### config.mk
export PLATFORM = sky130hd
export DESIGN_NAME = tpc_merge
export DESIGN_NICKNAME = d
export VERILOG_FILES = /design/src/rtl/tpc_pkg.sv /design/src/rtl/tpc_merge.sv
export SDC_FILE = /design/constraint.sdc
export NUM_CORES = 1
export LEC_CHECK = 0
export ABC_AREA = 1
export BUFFER_PORTS_ARGS = -buffer_cell sky130_fd_sc_hd__buf_4
export CAP_MARGIN = 40
export CORE_UTILIZATION = 35
export DETAILED_ROUTE_END_ITERATION = 8
export GPL_ROUTABILITY_DRIVEN = 0
export PLACE_DENSITY = 0.71
export SLEW_MARGIN = 20
export SYNTH_ARGS = -nofsm -noshare
export SYNTH_HDL_FRONTEND = slang
export SYNTH_SLANG_ARGS = --single-unit
### constraint.sdc
create_clock -name clk -period 1.19 [get_ports clk]
set_clock_uncertainty 0.1 [all_clocks]
set_input_delay 0.119 -clock clk [delete_from_list [all_inputs] [get_ports clk]]
set_output_delay 0.119 -clock clk [all_outputs]
set_load 0.01 [all_outputs]
### src/rtl/tpc_pkg.sv
// Shared types, constants and reciprocal divisors for the triangle projection and cull unit.
package tpc_pkg;

    // Pipeline depth: five stages inside each vertex lane plus the merge/output stage.
    localparam int unsigned STAGES = 6;

    // Projection constants.
    localparam logic signed [17:0] LON_BIAS = 18'sd18000;
    localparam logic signed [15:0] LAT_BIAS = 16'sd9000;

    localparam longint unsigned DIV_X = 64'd36000;
    localparam longint unsigned DIV_Y = 64'd18000;
    localparam longint unsigned DIV_Z = 64'd100;

    // Exact division by a constant: q = (n * M) >> S for every n below 2**N,
    // with S = N + ceil(log2(d)) and M = ceil(2**S / d).
    localparam int unsigned X_MAG_W = 29;
    localparam int unsigned Y_MAG_W = 27;
    localparam int unsigned Z_MAG_W = 30;

    localparam int unsigned X_SHIFT = X_MAG_W + 16;
    localparam int unsigned Y_SHIFT = Y_MAG_W + 15;
    localparam int unsigned Z_SHIFT = Z_MAG_W + 7;

    localparam int unsigned X_RECIP_W = X_MAG_W + 1;
    localparam int unsigned Y_RECIP_W = Y_MAG_W + 1;
    localparam int unsigned Z_RECIP_W = Z_MAG_W + 1;

    localparam logic [X_RECIP_W-1:0] X_RECIP =
        X_RECIP_W'(((64'd1 << X_SHIFT) + DIV_X - 64'd1) / DIV_X);
    localparam logic [Y_RECIP_W-1:0] Y_RECIP =
        Y_RECIP_W'(((64'd1 << Y_SHIFT) + DIV_Y - 64'd1) / DIV_Y);
    localparam logic [Z_RECIP_W-1:0] Z_RECIP =
        Z_RECIP_W'(((64'd1 << Z_SHIFT) + DIV_Z - 64'd1) / DIV_Z);

    // Register map, word index into the configuration space.
    typedef enum logic [2:0] {
        REG_ORIGIN_X     = 3'd0,
        REG_ORIGIN_Y     = 3'd1,
        REG_MAP_WIDTH    = 3'd2,
        REG_MAP_HEIGHT   = 3'd3,
        REG_CENTER_X     = 3'd4,
        REG_CENTER_Y     = 3'd5,
        REG_ZOOM_PERCENT = 3'd6
    } reg_index_t;

    typedef struct packed {
        logic        [11:0] origin_x;
        logic        [11:0] origin_y;
        logic        [11:0] map_width;
        logic        [11:0] map_height;
        logic signed [15:0] center_x;
        logic signed [15:0] center_y;
        logic        [13:0] zoom_percent;
    } cfg_t;

    // One load enable per pipeline stage, bit 0 is the first stage.
    typedef logic [STAGES-1:0] stage_en_t;

    typedef struct packed {
        logic left;
        logic right;
        logic top;
    } edge_flags_t;

endpackage

### src/rtl/tpc_merge.sv
// Merge stage: combines the three lanes' edge tests into the visible flag and holds the result.
module tpc_merge (
    input  logic                          clk,
    input  logic                          en,
    input  logic signed [2:0][15:0]       sx,
    input  logic signed [2:0][15:0]       sy,
    input  tpc_pkg::edge_flags_t [2:0]    flags,
    output logic [95:0]                   tdata,
    output logic                          visible
);
    import tpc_pkg::*;

    logic [95:0] tdata_reg;
    logic        visible_reg;
    logic        all_left;
    logic        all_right;
    logic        all_top;

    assign all_left  = flags[0].left  & flags[1].left  & flags[2].left;
    assign all_right = flags[0].right & flags[1].right & flags[2].right;
    assign all_top   = flags[0].top   & flags[1].top   & flags[2].top;

    always_ff @(posedge clk)
    begin
        if (en)
        begin
            tdata_reg   <= {sy[2], sx[2], sy[1], sx[1], sy[0], sx[0]};
            visible_reg <= ~(all_left | all_right | all_top);
        end
    end

    assign tdata   = tdata_reg;
    assign visible = visible_reg;

endmodule
==> results of run 1 <==
==> synthesized netlist by cell type <==
library cell | n | area, sq um
edfxtp_1 | 97 | 2910
nand2_1 | 2 | 7.51
nor2_2 | 2 | 12.5
inv_1 | 1 | 3.75
nand3_1 | 1 | 5.00
nand3_2 | 1 | 10.0
==> worst paths after layout <==
check                  from        end  depth (start not counted)  slack [ns]
setup / recovery  tdata[17]  tdata[17]                          1        0.04
hold / removal     flags[3]    visible                          4        0.08
==> repair_timing <==
item | in CTS | in global routing
gates resized for setup | 0 | 0
hold endpoints to repair | 96 | 0
hold buffers | 96 | 0
==> tightest hold or removal path, delay by kind of cell <==
family	cells	cell delay (ns)
AND/OR/NAND/NOR	3	0.15
buffers and inverters	1	0.08
==> through the flow <==
stage | power, uW | hold WS [ns] | setup slack, ns
6_report | 7370 | 0.0774 | 0.0426
5_1_grt | 7660 | 0.0899 | 0.00548
4_1_cts | 7430 | 0.0477 | 0.0259
3_5_place_dp | 5110 | 0.198 | 0.243
3_3_place_gp | 5090 | 0.197 | 0.259
2_1_floorplan | 4360 | 0.118 | 0.557
==> metal layers <==
metal / global-route usage / share of wire
met3: 0.0469 / 0.071
met2: 0.350 / 0.58
met4: 0.0705 / 0.017
met1: 0.177 / 0.33
met5: 0 / 0
==> kinds of logic after synthesis <==
logic type	Yosys count	synth area share
flip-flops	97	0.987
AND/OR/NAND/NOR	6	0.0119
buffers and inverters	1	0.00127
==> power groups by stage <==
stage,logic (uW),clock network (uW),registers (uW)
2_1_floorplan,7.49,0,4360
3_3_place_gp,887,0,4200
3_5_place_dp,902,0,4210
4_1_cts,1160,2130,4140
5_1_grt,1240,2260,4170
6_report,1170,2070,4140
==> final cells by class <==
| type | instances | area [sq um] | area share |
|---|---|---|---|
| Clock buffer | 10 | 128 | 0.0220 |
| Clock inverter | 6 | 66.3 | 0.0114 |
| Inverter | 1 | 3.75 | 0.000646 |
| Multi-Input combinational cell | 6 | 35.0 | 0.00603 |
| Sequential cell | 97 | 2910 | 0.501 |
| Tap cell | 105 | 131 | 0.0226 |
| Timing Repair Buffer | 302 | 2530 | 0.436 |
==> flow_summary_export.csv, run 1 <==
group,metric,value,unit
layout,layout_common_cells,"buf_4 (204), edfxtp_1 (97), dlygate4sd3_1 (96), clkbuf_8 (9), clkinvlp_4 (3)",
route,ant_nets,0,
setup_path,cp_max_fo,1,
yosys,syn_avg_cell_area,28.4,sq um
floorplanning,die_area,0.00880,sq mm
setup_path,worstPathBufferInverterCount,1,
route,drt_wl_total,7910,um
timing,tightest_slew,0.251,ns
setup_path,start_kind,"flop",
yosys,synth_warnings,0,
setup_path,slowest_stage,"edfxtp_1",
layout,nets,524,
grt,track_usage,0.179,
floorplanning,fp.dieW,93.8,um
clocking,cts_buffer_depth,2,
power_and_ir_drop,switching_share,0.217,
power_and_ir_drop,seqPwrFrac,0.561,
grt,grt_start_max_net_pins,50,
floorplanning,dieHeight,93.8,um
setup_path,crit_family,"flip-flops",
clocking,clock-sinks,97,
power_and_ir_drop,p_sw,1600,uW
timing,maxSlewHeadroom,0.833,
hold_path,hold_class,"in -> reg",
yosys,synth.net_count,211,
grt,antenna_found_initial,0,
clocking,htreeDepth,3,
power_and_ir_drop,irDropWorstVdd,844,uV
timing,post-route-period-util,0.964,
place,place_hpwl,4880,um
yosys,synthCells,104,
timing,slew_viol_final,0,
layout,stdcell_area,0.00581,sq mm
setup_path,critPathMaxStageDelay,0.42,ns
layout,largest_register_ffs,96,
setup_path,cp.required,0.97,ns
layout,antenna_cells,0,
yosys,synth.distinct_cells,6,
layout,final_cells,527,
place,io_buffers,203,
flow_run,maxCapViolCount,0,
power_and_ir_drop,clkPwrFrac,0.281,
timing,setup_tns,0,ns
setup_path,arrival,0.93,ns
clocking,cts_root_buffer,"clkbuf_8",
place,place_area,0.00465,sq mm
yosys,synth_area,0.00295,sq mm
timing,min_period,1.15,ns
floorplanning,coreArea,0.00818,sq mm
yosys,synth-seq-cells,97,
timing,fmax,872,MHz
setup_path,endpoint_kind,"output pin",
layout,areaGrowthSynthToFinish,96.8,%
timing,setup_viol_count_final,0,
floorplanning,rows,33,
layout,final_layout_size_suffix_gt1_frac,0.531,
floorplanning,io-pin-count,204,
route,wl_per_cell,15.0,um
run_status,status,"finished clean",
yosys,yosysSeqAreaShare,0.987,
grt,grt_first_pass_wirelength,11400,um
floorplanning,initial_core_util,0.361,
clocking,cts_tree,"built",
setup_path,critPathKind,"reg -> out",
route,drc,0,
grt,grt_pass1_vias,2367,
route,dr.pass1.iters,4,
power_and_ir_drop,power.density,1270,mW/mm^2
power_and_ir_drop,p_int,5780,uW
route,post_drt_via_cell_ratio,4.19,
layout,final_common_cell,"buf_4",
route,drtIter0Drc,55,
power_and_ir_drop,leakage,0.00246,uW
timing,finalHoldViolCount,0,
timing,rsz0062_at_grt,"false",
layout,final.fill_count,536,
grt,overflow,0,
layout,post-route-util,0.711,
clocking,path_clk_slew,0.09,ns
clocking,cts_buffers,9,
setup_path,path_cells,"buf_4",
power_and_ir_drop,pwr-share-comb,0.158,
clocking,post_cts_buffers,0,
route,num_vias,2207,
place,place_inst,415,
Power figures use the tool's default switching activity.
==> run 2: changes to the inputs <==
Settings changed: BUFFER_PORTS_ARGS -buffer_cell sky130_fd_sc_hd__buf_4 to not set, CTS_CLUSTER_SIZE set to 8, DONT_BUFFER_PORTS set to 1, PLACE_DENSITY 0.71 to 0.5.
==> run 2 against run 1 <==
The run now fails in clock tree synthesis; synthesized area is the same; synthesized cell count stayed put.
==> flow_summary_export.csv, run 2 <==
group,metric,value,unit
yosys,synthCells,104,
yosys,syn_avg_cell_area,28.4,sq um
yosys,synth-compound-area-share,0,
clocking,clock-sinks,97,
yosys,yosysTopAreaCell,"edfxtp_1",
floorplanning,initial_core_util,0.361,
yosys,synthSimpleGateAreaFrac,0.0119,
yosys,synth.area.top_cells,"edfxtp_1 (99%), nor2_2 (0.42%), nand3_2 (0.34%)",
yosys,synth_top_family_by_area,"simple AND/OR/NAND/NOR gates",
yosys,synth_area,0.00295,sq mm
yosys,synth.distinct_cells,6,
yosys,synth_edf_count,97,
yosys,synthMostInstantiatedCell,"edfxtp_1",
yosys,yosysSeqAreaShare,0.987,
yosys,synth-seq-cells,97,
yosys,synth_mux_area_frac,0,
yosys,synthXorXnorAreaFrac,0,
yosys,synth_warnings,0,
yosys,synthTopCellsByCount,"edfxtp_1 (97), nand2_1 (2), nor2_2 (2)",
run_status,status,"did not finish",
clocking,cts_hold_repair.buffers,101,
yosys,synth_adder_area_share,0,
floorplanning,fp.dieW,93.8,um
floorplanning,io-pin-count,204,
floorplanning,dieHeight,93.8,um
clocking,cts_buffer_depth,2,
yosys,netlist.area_leader.share,0.987,
clocking,cts_buffers,9,
yosys,synth.net_count,211,
clocking,htreeDepth,3,
place,place_hpwl,3700,um
clocking,postCtsResizedCells,0,
run_status,haltStage,"clock tree synthesis",
clocking,post_cts_buffers,0,
yosys,ys_async_sr_fraction,0,
place,io_buffers,0,
yosys,ys.flop_type,"edfxtp_1",
clocking,cts_root_buffer,"clkbuf_8",
run_status,firstError,"[ERROR RSZ-0060] Max buffer count reached.",
floorplanning,rows,33,
-- run 2: logic make-up after synthesis --
logic type,count (synthesis)
buffers and inverters,1
flip-flops,97
AND/OR/NAND/NOR,6
-- run 2: metrics by stage --
| stage | setup slack (ns) | std cells | hold WS (ns) | area, sq um | util |
|---|---|---|---|---|---|
| global placement | 0.528 | 209 | 0.118 | 3080 | 0.377 |
| floorplan | 0.557 | 104 | 0.118 | 2950 | - |
| detailed placement | 0.516 | 209 | 0.118 | 3080 | 0.377 |
==> run 3: changes to the inputs <==
Settings changed: CORE_UTILIZATION 35 to 20, CTS_CLUSTER_SIZE 8 to not set, PLACE_DENSITY 0.5 to not set, PLACE_DENSITY_LB_ADDON set to 0.15.
==> run 3 against run 2 <==
The run again fails in clock tree synthesis; synthesized area did not move; synthesized cell count unchanged.
==> flow_summary_export.csv, run 3 <==
group,metric,value,unit
yosys,netlist.area_leader.share,0.987,
clocking,cts_buffers,9,
floorplanning,fp.dieW,123,um
clocking,clock-sinks,97,
clocking,post_cts_buffers,0,
yosys,synthMostInstantiatedCell,"edfxtp_1",
yosys,synthTopCellsByCount,"edfxtp_1 (97), nand2_1 (2), nor2_2 (2)",
place,place_area,0.00318,sq mm
yosys,synth-seq-cells,97,
floorplanning,dieHeight,123,um
run_status,firstError,"[ERROR RSZ-0060] Max buffer count reached.",
yosys,syn_avg_cell_area,28.4,sq um
place,io_buffers,0,
floorplanning,rows,44,
yosys,synth.distinct_cells,6,
yosys,synthCells,104,
place,place_hpwl,4400,um
yosys,yosysSeqAreaShare,0.987,
yosys,synth.area.top_cells,"edfxtp_1 (99%), nor2_2 (0.42%), nand3_2 (0.34%)",
yosys,synth_edf_count,97,
yosys,synth.net_count,211,
clocking,postCtsResizedCells,0,
clocking,cts_buffer_depth,2,
yosys,synth_area,0.00295,sq mm
yosys,yosysTopAreaCell,"edfxtp_1",
clocking,cts_root_buffer,"clkbuf_16",
floorplanning,initial_core_util,0.204,
yosys,synth_warnings,0,
clocking,htreeDepth,3,
yosys,ys.flop_type,"edfxtp_1",
yosys,ys_async_sr_fraction,0,
floorplanning,io-pin-count,204,
clocking,cts_hold_repair.buffers,101,
run_status,status,"did not finish",
run_status,haltStage,"clock tree synthesis",
[run 3: cell families after synthesis]
group,synth area share
flops,0.987
buf+inv,0.00127
simple gates,0.0119
[run 3: stage by stage]
step                      setup WS [ns]  instances
after detailed placement          0.530        288
after global placement            0.524        288
after floorplan                   0.557        104
